File: src/design/pwq_pkg.sv
package pwq_pkg;

  localparam logic CMD_ENQ = 1'b0;
  localparam logic CMD_REM = 1'b1;

  typedef enum logic [2:0] {
    EV_QUEUED   = 3'd0,
    EV_GRANTED  = 3'd1,
    EV_RELEASED = 3'd2,
    EV_FULL     = 3'd3,
    EV_NOTFOUND = 3'd4
  } event_t;

  typedef struct packed {
    logic [7:0]  prio;
    logic [31:0] id;
  } entry_t;

  typedef struct packed {
    event_t      res;
    logic [31:0] id;
    logic        last;
  } result_t;

endpackage

File: src/design/pwq_ram.sv
module pwq_ram #(
  parameter int WIDTH = 40,
  parameter int DEPTH = 16
) (
  input  logic                     clk,
  input  logic                     we,
  input  logic [$clog2(DEPTH)-1:0] waddr,
  input  logic [WIDTH-1:0]         wdata,
  input  logic [$clog2(DEPTH)-1:0] raddr,
  output logic [WIDTH-1:0]         rdata
);

  logic [WIDTH-1:0] mem [DEPTH];

  always_ff @(posedge clk) begin
    if (we) begin
      mem[waddr] <= wdata;
    end
    rdata <= mem[raddr];
  end

endmodule

File: src/design/pwq_out_stage.sv
module pwq_out_stage (
  input  logic              clk,
  input  logic              rst_n,
  input  logic              res_valid,
  output logic              res_ready,
  input  pwq_pkg::result_t  res,
  output logic              out_tvalid,
  input  logic              out_tready,
  output logic [31:0]       out_tdata,
  output logic [2:0]        out_tuser,
  output logic              out_tlast
);

  logic              valid_r;
  pwq_pkg::result_t  res_r;

  assign res_ready = !valid_r || out_tready;

  always_ff @(posedge clk) begin
    if (!rst_n) begin
      valid_r <= 1'b0;
    end else if (res_ready) begin
      valid_r <= res_valid;
    end
    if (res_ready && res_valid) begin
      res_r <= res;
    end
  end

  assign out_tvalid = valid_r;
  assign out_tdata  = res_r.id;
  assign out_tuser  = res_r.res;
  assign out_tlast  = res_r.last;

endmodule

File: src/design/priority_work_queue_lock.sv
// Priority wait queue with one exclusive lock.
// in_*  : one request per handshake. in_tuser[0] = cmd (0 enqueue, 1 remove),
//         in_tdata = {priority_req, requester_id}.
// out_* : one event per handshake. out_tuser = event code, out_tdata = id,
//         out_tlast marks the final event of a request (one or two per request).
// The queue sits in a single RAM, kept sorted (lower priority value first,
// ties in arrival order). A small sequencer walks it one entry per cycle with
// a registered read and a write in the same cycle.
// Request handling, from accept to the first event offered:
//   enqueue: entries with a larger priority value shift toward the tail;
//            a full or lock-free enqueue goes straight to its events.
//   remove : scan to the match, then shift later entries down one per cycle;
//            when the holder leaves, the head is granted and the rest shift.
// One request is in flight at a time: in_tready is high only when idle.
// Events pass through a one-entry output register; while the receiver stalls
// the sequencer holds its next event, and a new request is taken only once
// the last event of the previous one sits in the output register.
// Reset (synchronous, rst_n low) empties the queue and frees the lock; no RAM
// clearing pass is needed, so the block is ready as soon as reset is released.
module priority_work_queue_lock #(
  parameter int QUEUE_DEPTH = 16
) (
  input  logic        clk,
  input  logic        rst_n,
  input  logic        in_tvalid,
  output logic        in_tready,
  input  logic [39:0] in_tdata,   // requester_id[31:0], priority_req[39:32]
  input  logic [0:0]  in_tuser,   // cmd[0]
  output logic        out_tvalid,
  input  logic        out_tready,
  output logic [31:0] out_tdata,  // event_id[31:0]
  output logic [2:0]  out_tuser,  // event_res[2:0]
  output logic        out_tlast
);

  localparam int AW = $clog2(QUEUE_DEPTH);
  localparam int CW = $clog2(QUEUE_DEPTH + 1);
  localparam int EW = $bits(pwq_pkg::entry_t);

  typedef enum logic [3:0] {
    S_IDLE,
    S_ENQ_CMP,
    S_ENQ_WR,
    S_DEL_CMP,
    S_HOLD,
    S_GRANT,
    S_SHIFT,
    S_EMIT,
    S_EMIT2
  } state_t;

  state_t            state_r, state_nxt;
  logic [CW-1:0]     cnt_r, cnt_nxt;
  logic [AW-1:0]     pos_r, pos_nxt;
  logic [31:0]       holder_id_r, holder_id_nxt;
  logic              holder_valid_r, holder_valid_nxt;
  logic [31:0]       req_id_r, req_id_nxt;
  logic [7:0]        req_prio_r, req_prio_nxt;
  pwq_pkg::event_t   r0_code_r, r0_code_nxt;
  logic              two_r, two_nxt;

  logic              ram_we;
  logic [AW-1:0]     ram_waddr, ram_raddr;
  pwq_pkg::entry_t   ram_wdata;
  logic [EW-1:0]     ram_rdata;
  pwq_pkg::entry_t   rd;

  logic              res_valid, res_ready;
  pwq_pkg::result_t  res;

  assign rd        = pwq_pkg::entry_t'(ram_rdata);
  assign in_tready = (state_r == S_IDLE);

  pwq_ram #(
    .WIDTH (EW),
    .DEPTH (QUEUE_DEPTH)
  ) u_ram (
    .clk   (clk),
    .we    (ram_we),
    .waddr (ram_waddr),
    .wdata (ram_wdata),
    .raddr (ram_raddr),
    .rdata (ram_rdata)
  );

  pwq_out_stage u_out (
    .clk        (clk),
    .rst_n      (rst_n),
    .res_valid  (res_valid),
    .res_ready  (res_ready),
    .res        (res),
    .out_tvalid (out_tvalid),
    .out_tready (out_tready),
    .out_tdata  (out_tdata),
    .out_tuser  (out_tuser),
    .out_tlast  (out_tlast)
  );

  always_comb begin
    state_nxt        = state_r;
    cnt_nxt          = cnt_r;
    pos_nxt          = pos_r;
    holder_id_nxt    = holder_id_r;
    holder_valid_nxt = holder_valid_r;
    req_id_nxt       = req_id_r;
    req_prio_nxt     = req_prio_r;
    r0_code_nxt      = r0_code_r;
    two_nxt          = two_r;
    ram_we           = 1'b0;
    ram_waddr        = pos_r;
    ram_wdata        = rd;
    ram_raddr        = '0;
    res_valid        = 1'b0;
    res.res          = r0_code_r;
    res.id           = req_id_r;
    res.last         = !two_r;

    unique case (state_r)
      S_IDLE: begin
        if (in_tvalid) begin
          req_id_nxt   = in_tdata[31:0];
          req_prio_nxt = in_tdata[39:32];
          if (in_tuser[0] == pwq_pkg::CMD_ENQ) begin
            if (cnt_r == CW'(QUEUE_DEPTH)) begin
              r0_code_nxt = pwq_pkg::EV_FULL;
              two_nxt     = 1'b0;
              state_nxt   = S_EMIT;
            end else if (!holder_valid_r) begin
              // lock free implies empty queue: the new requester takes the lock without entering the queue
              holder_id_nxt    = in_tdata[31:0];
              holder_valid_nxt = 1'b1;
              r0_code_nxt      = pwq_pkg::EV_QUEUED;
              two_nxt          = 1'b1;
              state_nxt        = S_EMIT;
            end else if (cnt_r == '0) begin
              pos_nxt   = '0;
              state_nxt = S_ENQ_WR;
            end else begin
              pos_nxt   = AW'(cnt_r);
              ram_raddr = AW'(cnt_r - CW'(1));
              state_nxt = S_ENQ_CMP;
            end
          end else begin
            if (cnt_r == '0) begin
              state_nxt = S_HOLD;
            end else begin
              pos_nxt   = '0;
              ram_raddr = '0;
              state_nxt = S_DEL_CMP;
            end
          end
        end
      end

      S_ENQ_CMP: begin
        ram_we = 1'b1;
        if (rd.prio > req_prio_r) begin
          ram_wdata = rd;
          pos_nxt   = pos_r - AW'(1);
          ram_raddr = pos_r - AW'(2);
          if (pos_r == AW'(1)) begin
            state_nxt = S_ENQ_WR;
          end
        end else begin
          ram_wdata.prio = req_prio_r;
          ram_wdata.id   = req_id_r;
          cnt_nxt        = cnt_r + CW'(1);
          r0_code_nxt    = pwq_pkg::EV_QUEUED;
          two_nxt        = 1'b0;
          state_nxt      = S_EMIT;
        end
      end

      S_ENQ_WR: begin
        ram_we         = 1'b1;
        ram_wdata.prio = req_prio_r;
        ram_wdata.id   = req_id_r;
        cnt_nxt        = cnt_r + CW'(1);
        r0_code_nxt    = pwq_pkg::EV_QUEUED;
        two_nxt        = 1'b0;
        state_nxt      = S_EMIT;
      end

      S_DEL_CMP: begin
        if (rd.id == req_id_r) begin
          r0_code_nxt = pwq_pkg::EV_RELEASED;
          two_nxt     = 1'b0;
          if (CW'(pos_r) + CW'(1) < cnt_r) begin
            ram_raddr = pos_r + AW'(1);
            state_nxt = S_SHIFT;
          end else begin
            cnt_nxt   = cnt_r - CW'(1);
            state_nxt = S_EMIT;
          end
        end else if (CW'(pos_r) + CW'(1) < cnt_r) begin
          pos_nxt   = pos_r + AW'(1);
          ram_raddr = pos_r + AW'(1);
        end else begin
          state_nxt = S_HOLD;
        end
      end

      S_HOLD: begin
        if (holder_valid_r && holder_id_r == req_id_r) begin
          holder_valid_nxt = 1'b0;
          holder_id_nxt    = '0;
          r0_code_nxt      = pwq_pkg::EV_RELEASED;
          if (cnt_r != '0) begin
            ram_raddr = '0;
            state_nxt = S_GRANT;
          end else begin
            two_nxt   = 1'b0;
            state_nxt = S_EMIT;
          end
        end else begin
          r0_code_nxt = pwq_pkg::EV_NOTFOUND;
          two_nxt     = 1'b0;
          state_nxt   = S_EMIT;
        end
      end

      S_GRANT: begin
        holder_id_nxt    = rd.id;
        holder_valid_nxt = 1'b1;
        two_nxt          = 1'b1;
        pos_nxt          = '0;
        if (cnt_r > CW'(1)) begin
          ram_raddr = AW'(1);
          state_nxt = S_SHIFT;
        end else begin
          cnt_nxt   = cnt_r - CW'(1);
          state_nxt = S_EMIT;
        end
      end

      S_SHIFT: begin
        ram_we    = 1'b1;
        ram_wdata = rd;
        pos_nxt   = pos_r + AW'(1);
        if (CW'(pos_r) + CW'(2) < cnt_r) begin
          ram_raddr = pos_r + AW'(2);
        end else begin
          cnt_nxt   = cnt_r - CW'(1);
          state_nxt = S_EMIT;
        end
      end

      S_EMIT: begin
        res_valid = 1'b1;
        if (res_ready) begin
          state_nxt = two_r ? S_EMIT2 : S_IDLE;
        end
      end

      S_EMIT2: begin
        res_valid = 1'b1;
        res.res   = pwq_pkg::EV_GRANTED;
        res.id    = holder_id_r;
        res.last  = 1'b1;
        if (res_ready) begin
          state_nxt = S_IDLE;
        end
      end

      default: state_nxt = S_IDLE;
    endcase
  end

  always_ff @(posedge clk) begin
    if (!rst_n) begin
      state_r        <= S_IDLE;
      cnt_r          <= '0;
      holder_id_r    <= '0;
      holder_valid_r <= 1'b0;
    end else begin
      state_r        <= state_nxt;
      cnt_r          <= cnt_nxt;
      holder_id_r    <= holder_id_nxt;
      holder_valid_r <= holder_valid_nxt;
    end
    pos_r      <= pos_nxt;
    req_id_r   <= req_id_nxt;
    req_prio_r <= req_prio_nxt;
    r0_code_r  <= r0_code_nxt;
    two_r      <= two_nxt;
  end

  // lock free only with an empty queue, except while the head is being granted
  a_free_empty: assert property (@(posedge clk) disable iff (!rst_n)
    !holder_valid_r && state_r != S_GRANT |-> cnt_r == '0)
    else $error("queue not empty while lock free");

  a_cnt_bound: assert property (@(posedge clk) disable iff (!rst_n)
    cnt_r <= CW'(QUEUE_DEPTH))
    else $error("queue count beyond depth");

  a_grant_holder: assert property (@(posedge clk) disable iff (!rst_n)
    state_r == S_EMIT2 |-> holder_valid_r)
    else $error("grant event without holder");

  a_busy_after_accept: assert property (@(posedge clk) disable iff (!rst_n)
    in_tvalid && in_tready |=> !in_tready)
    else $error("new request taken while busy");

  a_emit_done: assert property (@(posedge clk) disable iff (!rst_n)
    state_r == S_EMIT && res_ready && !two_r |=> state_r == S_IDLE)
    else $error("sequencer did not return to idle");

endmodule
File: config.mk
export PLATFORM = sky130hd
export DESIGN_NAME = priority_work_queue_lock
export DESIGN_NICKNAME = d
export VERILOG_FILES = /design/src/design/pwq_pkg.sv /design/src/design/pwq_ram.sv /design/src/design/pwq_out_stage.sv /design/src/design/priority_work_queue_lock.sv
export SDC_FILE = /design/constraint.sdc
export NUM_CORES = 1
export LEC_CHECK = 0
export BUFFER_PORTS_ARGS = -buffer_cell sky130_fd_sc_hd__buf_2
export CAP_MARGIN = 20
export CELL_PAD_IN_SITES_DETAIL_PLACEMENT = 0
export CELL_PAD_IN_SITES_GLOBAL_PLACEMENT = 2
export CORE_ASPECT_RATIO = 0.5
export CORE_MARGIN = 8
export CORE_UTILIZATION = 45
export DETAILED_ROUTE_END_ITERATION = 6
export PLACE_DENSITY = 0.87
export SYNTH_ARGS = -nofsm -noshare
export SYNTH_HDL_FRONTEND = slang
export SYNTH_SLANG_ARGS = --single-unit
File: constraint.sdc
create_clock -name clk -period 6.5 [get_ports clk]
set_input_delay 0.65 -clock clk [delete_from_list [all_inputs] [get_ports clk]]
set_output_delay 0.65 -clock clk [all_outputs]
set_load 0.01 [all_outputs]
== Yosys cells after proc, flatten, opt, wreduce, memory -nomap -nowiden ==
Memories as Yosys holds them, arrays and structs flattened. A register that Yosys moved wholly into a read port is not among the register bits.
Cells that the tools add are included.
Cells by class
  equality and inequality tests: 34
  reductions and logical operators: 23
  add/subtract/negate cells: 8
  muxes and demuxes: 80
  $lt $le $gt $ge: 4
Operators by type and width (number)
  two-way mux 32 bit: 5
  two-way mux 4 bit: 28
  case mux 32 bit (3 select lines): 1
  case mux 40 bit (2 select lines): 1
  == test 32 bit: 2
  two-way mux 40 bit: 1
  case mux 4 bit (5 select lines): 2
  case mux 4 bit (9 select lines): 1
  two-way mux 33 bit: 1
  two-way mux 3 bit: 10
  inequality test 2 bit, second input constant: 13
  two-way mux 5 bit: 5
  case mux 5 bit (5 select lines): 1
  AND reduction 6 bit: 4
  nonzero test 5 bit: 4
  two-way mux 1 bit: 19
  == test 4 x 3 -> 1 bit, second input constant: 4
  inequality test 3 bit, second input constant: 5
  case mux 3 bit (5 select lines): 1
  < comparator 5 bit: 2
  == test 4 x 1 -> 1 bit, second input constant: 2
  == test 4 x 2 -> 1 bit, second input constant: 2
  > comparator 8 bit: 1
  AND reduction 8 bit: 1
  other kinds (29): 33
Word-level totals
  word-level logic and storage cells: 163
  memory bits (writable): 640
  memories kept: 1
  register bits after elaboration: 127
  output and inout port bits: 38
  input port bits: 45
Memory list
  u_ram.mem: words 16, width 40, read ports 1, clocked after memory_dff 1, write ports 1, RTL line pwq_ram.sv:13  | logic [WIDTH-1:0] mem [DEPTH];

== Depth between registers and ports, before layout ==
  word-level depth: 7
  mapped depth: 15
  depth with buffers taken out: 12

== Modules after synthesis ==
From an unflattened synthesis, not the netlist that was laid out.
Unflattened totals
  cell total of the unflattened synthesis: 1745
  area, all modules: 32712.6 µm²
By module, submodules not included
  pwq_ram: cells each 1040, instances 1, area an instance 25132.9 µm², sequential area each 20019.2 µm²
  priority_work_queue_lock: cells each 664, instances 1, area an instance 6441.2 µm², sequential area each 2282.2 µm²
  pwq_out_stage: cells each 41, instances 1, area an instance 1138.6 µm², sequential area each 1101.1 µm²

== Least setup slack after synthesis ==
Ideal clock, no wire load.
  path kind: register to register
  start: reg state_r[0]
  end: mem u_ram.mem[1][0] (enable)
  arrival time: 4086 ps
  setup time: 487 ps
  period minus slack after synthesis: 4573 ps
  buffers on the path: 2
  slack: 1927 ps
  required time: 6013 ps
  cell stages (with the launch flop): 7
  cells stage by stage: dfxtp_1 buf_2 clkbuf_1 nand2_1 a21oi_1 nand2_1 nor3_1
On the way
  longest elaborated chain between the ends: 5
  elaborated cells on any way between the ends: 7
  those cells by class: 3 x eq/ne; 3 x mux; 1 x reduce/logical
RTL lines
  start: declaration: RTL line priority_work_queue_lock.sv:52  | state_t state_r, state_nxt;
  start signal: assignment: RTL line priority_work_queue_lock.sv:276  | state_r <= state_nxt;
  == test 4 x 3 -> 1 bit (tied with other cells): RTL line priority_work_queue_lock.sv:118  | unique case (state_r)
  OR reduction 3 bit (no source line) (*)
  two-way mux 1 bit (*): RTL line priority_work_queue_lock.sv:118
  two-way mux 1 bit (*): RTL line pwq_ram.sv:16  | if (we) begin
  two-way mux 1 bit (not written as such) (*): RTL line pwq_ram.sv:17  | mem[waddr] <= wdata;
  end: declaration: RTL line pwq_ram.sv:13
Mark *: on every way between the ends. The rest lies on a longest branch, timed or not.

== Worst setup path after layout ==
  start: reg state_r[3]
  end: reg u_ram.rdata[34], read port of u_ram.mem
On the way
  longest elaborated chain between the ends: 2
  elaborated cells on any way between the ends: 6
  those cells by class: 4 x eq/ne; 1 x mux; 1 x reduce/logical
RTL lines
  == test 4 x 3 -> 1 bit (tied with other cells): RTL line priority_work_queue_lock.sv:118
  case mux 4 bit (5 select lines) (*): RTL line priority_work_queue_lock.sv:118
  end: declaration: RTL line pwq_ram.sv:10  | output logic [WIDTH-1:0] rdata
Marks and branches as above.
A chain may end at the register's enable or synchronous reset.

==> summary.txt <==
Logic synthesis
  • Synthesized area per cell: 13.78 µm²
  • FFs w/ async S/R, synth: 0
  • Syn Inst Count: ~2500
  • Top FF cell, synth: edfxtp_1
  • Unique masters post-synth: 69
  • Post-synth net total: 2586
  • Synth Cell Area: roughly 35000 µm²
  • Top post-synthesis cells by area: edfxtp_1 (63%), o211ai_1 (6.0%), dfxtp_1 (4.8%)
  • Yosys warning count: 0
  • Top cell type's share of synthesized area: 0.6277
  • FF+latch count, synth: slightly above 800
  • Fraction of the yosys area taken by sequential cells: 0.6757
  • Area leader, netlist: edfxtp_1
  • Number of flops mapped to enable cells by yosys: a little over 700

CTS
  • Clock latency at the later pin of the worst-skew pair: roughly 0.64 ns
  • Post-CTS Hold Fix Bufs: 0
  • CTS buffer count: between 70 and 80
  • CTS tree: done
  • H-tree Lvls: 3
  • Clock Sinks: roughly 800
  • Clock transition at the registers of the reported paths: 0.06 ns
  • Maximum clock path buffer count: 3
  • Post-CTS sizing: 0
  • CTS root buffer: clkbuf_16
  • Buffer count from post-CTS setup fixing: 0

STA
  • Tcrit/Tclk final: 0.7630
  • Setup-failing EPs final: 0
  • Slew Viols, Final: 0
  • Hold WS: about 0.19 ns
  • Max Clk Rate: between 0.2 and 0.25 GHz
  • Min cycle time layout: roughly 5 ns
  • Final hold violations: 0
  • Slew margin rel.: 0.2262
  • Setup TNS: 0 ns
  • Post-route setup slack: around 1.5 ns
  • RSZ-0062 raised after global routing: false
  • Worst slew pin tran: 1.158 ns
  • Worst Skew: 0.02662 ns

Worst setup path
  • Worst-path maximum fanout: 51
  • Crit path cell chain: nor4_4, nand4_2, o22a_2, buf_4, nand2_4, a21boi_4, buf_4, o211ai_1, a32oi_1, nand3_1
  • Startpoint types: flip-flop
  • Reg2reg path depth: 10
  • Worst Path Arrival: between 5 and 6 ns
  • Type of the worst setup path: flip-flop to flip-flop
  • Worst EP required: between 7 and 8 ns
  • Crit path largest cell delay: 0.72 ns
  • CP endpoint kind: flip-flop
  • Worst path most repeated cell: buf_4
  • Slowest-stage cell, CP: nor4_4

Floorplan
  • Starting density of the core: 0.4512
  • Core area: between 70000 and 80000 µm²
  • # rows: 72
  • Top Ports: between 80 and 90
  • Die ar.: a little under 90000 µm²
  • Die height: about 210 µm
  • Die Wd: around 410 µm

Layout
  • Filler instances: about 6500
  • Multi-input logic area: 10030 µm²
  • Area Growth Syn to Fin: 11.91%
  • Ant. Diodes: 0
  • Non-filler cells in the finished layout: roughly 3600
  • Fin nets: between 2000 and 3000
  • Reg area: roughly 23000 µm²
  • Layout cells sized above 1: 0.1440

Worst hold path
  • WHS Path Cells: 1
  • HP Class: input port to flip-flop

GRT
  • First-pass GRT wire length: 143200 µm
  • Vias in the first global route: 21320
  • Initial antenna violation count: 7
  • GRT Util Overall: 0.2175
  • Grt total ovfl: 0
  • Largest net degree at the start of global routing: between 60 and 70

Detailed routing
  • Routed wire per std cell: roughly 27 µm
  • Iteration-0 DRC Markers: 2621
  • Detailed-route via count: between 20000 and 25000
  • DR vias/cell: ~6.3
  • Post-DRT Antenna Nets: 0
  • Post-Route WL: between 90000 and 100000 µm
  • DR pass1 iterations: 6
  • DRC viols: 0

Run
  • Max cap viols: 0

Pwr
  • Pwr per Cell Area: ~520 nW/µm²
  • VDD IR max: about 0.00027 V
  • Leak pwr: 13.12 nW

Placed design
  • Dpl ws: 1.581 ns
  • Port buffer count: 82
  • Placed cells: 3493
  • Dpl hpwl: approximately 55000 µm
  • Gpl congestion: around 0.85

Outcome
  • Run status: finished, final reports clean
## logic make-up after synthesis
group	share of synthesized area
fa+ha+maj	0.01012
compound gates	0.1494
buf+inv	0.04115
simple gates	0.05925
flops	0.6757
mux	0.04516
xor+xnor	0.01922
## area by class of cell
cell class	instances	share of cell area
clock inverters	36	0.01052
clock buffers	104	0.05391
multi-input cells	1361	0.2589
inverters	138	0.01336
well taps	1036	0.03344
repair buffers	152	0.02602
flip-flops and latches	807	0.6038
## metal layers
metal	routed length, µm	GRT usage	vias up
met1	42660	0.3187	11570
li1	-	-	9920
met5	13	0	-
met3	10370	0.05483	156
met2	43110	0.3249	1078
met4	2162	0.05304	2
## where the power goes
group | total (W) | switching [W] | internal [W] | leakage [nW]
clock network | 0.00453 | 0.00195 | 0.00258 | 1.21
registers | 0.00817 | 0.000708 | 0.00746 | 7.26
logic | 0.00745 | 0.00513 | 0.00232 | 4.65
total | 0.0201 | 0.00778 | 0.0124 | 13.1
## state kept, by name, summed over array words and instances (netlist names)
name / cells
r0_code_r: 3
holder_valid_r: 1
u_out.out_tdata: 32
req_id_r: 32
u_out.out_tvalid: 1
u_out.out_tlast: 1
req_prio_r: 8
u_ram.rdata: 40
u_ram.mem: 640
two_r: 1
holder_id_r: 32
cnt_r: 5
state_r: 4
u_out.out_tuser: 3
pos_r: 4
## synthesized netlist by cell type (4+ instances only)
library cell,count
o211ai_1,275
nor3_1,13
a21oi_1,107
o21ai_0,21
and2_1,4
buf_4,9
nor4_1,10
a32oi_1,39
a31oi_1,42
inv_1,137
edfxtp_1,724
or2_2,5
clkbuf_1,109
mux2i_1,82
nor2_1,64
xnor2_1,38
nand2_1,156
o21ai_1,4
buf_1,17
nand2b_1,8
a221o_1,80
nand4_1,13
a311oi_1,72
xor2_1,38
dfxtp_1,83
a21o_1,6
nand3_1,78
ha_1,28
mux2_2,66
and3_1,41
a221oi_1,7
buf_2,71
nor2b_1,9
or3_1,9
## cell usage in the layout (no fill, tap or decap), types with 7 or more instances in the layout
master	instances
or3_1	9
a221o_1	80
mux2i_1	82
ha_1	28
xnor2_1	38
nor2_1	51
nand3_1	78
nor4_1	10
nand2_1	153
o211ai_1	275
edfxtp_1	724
clkbuf_1	22
dfxtp_1	82
a31oi_1	42
xor2_1	38
nand2b_1	7
a311oi_1	72
buf_2	83
clkinv_2	9
and3_1	40
clkbuf_16	78
nor2b_1	7
nor3_1	9
nand4_1	13
nor2_4	13
inv_1	137
a21oi_1	107
o21ai_0	21
buf_4	63
a221oi_1	7
clkinv_1	13
bufinv_16	8
a32oi_1	39
mux2_2	66
## path summary, 6_finish.rpt
| kind | from | endpoint | slack [ns] |
|---|---|---|---|
| max | state_r[3] | u_ram.rdata[34] | 1.54 |
| max reg2reg | state_r[3] | u_ram.rdata[34] | 1.54 |
| min | in_tdata[38] | req_prio_r[6] | 0.19 |
| min reg2reg | holder_id_r[1] | holder_id_r[1] | 0.52 |
## stage by stage
stage	instance area [µm²]	util	total power, W
floorplan	34630	-	0.01303
global placement	36260	0.4724	0.01546
detailed placement	36260	0.4724	0.01559
CTS	38750	0.5049	0.02010
global route	38760	0.5050	0.02104
finish	38760	0.5050	0.02015
## critical path, delay by kind of cell, from the launching register on
family	cells	cell delay, ns
buffers and inverters	2	0.97
AOI/OAI and AO/OA	4	1.57
DFF	1	0.61
and+or+nand+nor	4	1.61
(Power assumes the default switching activity.)
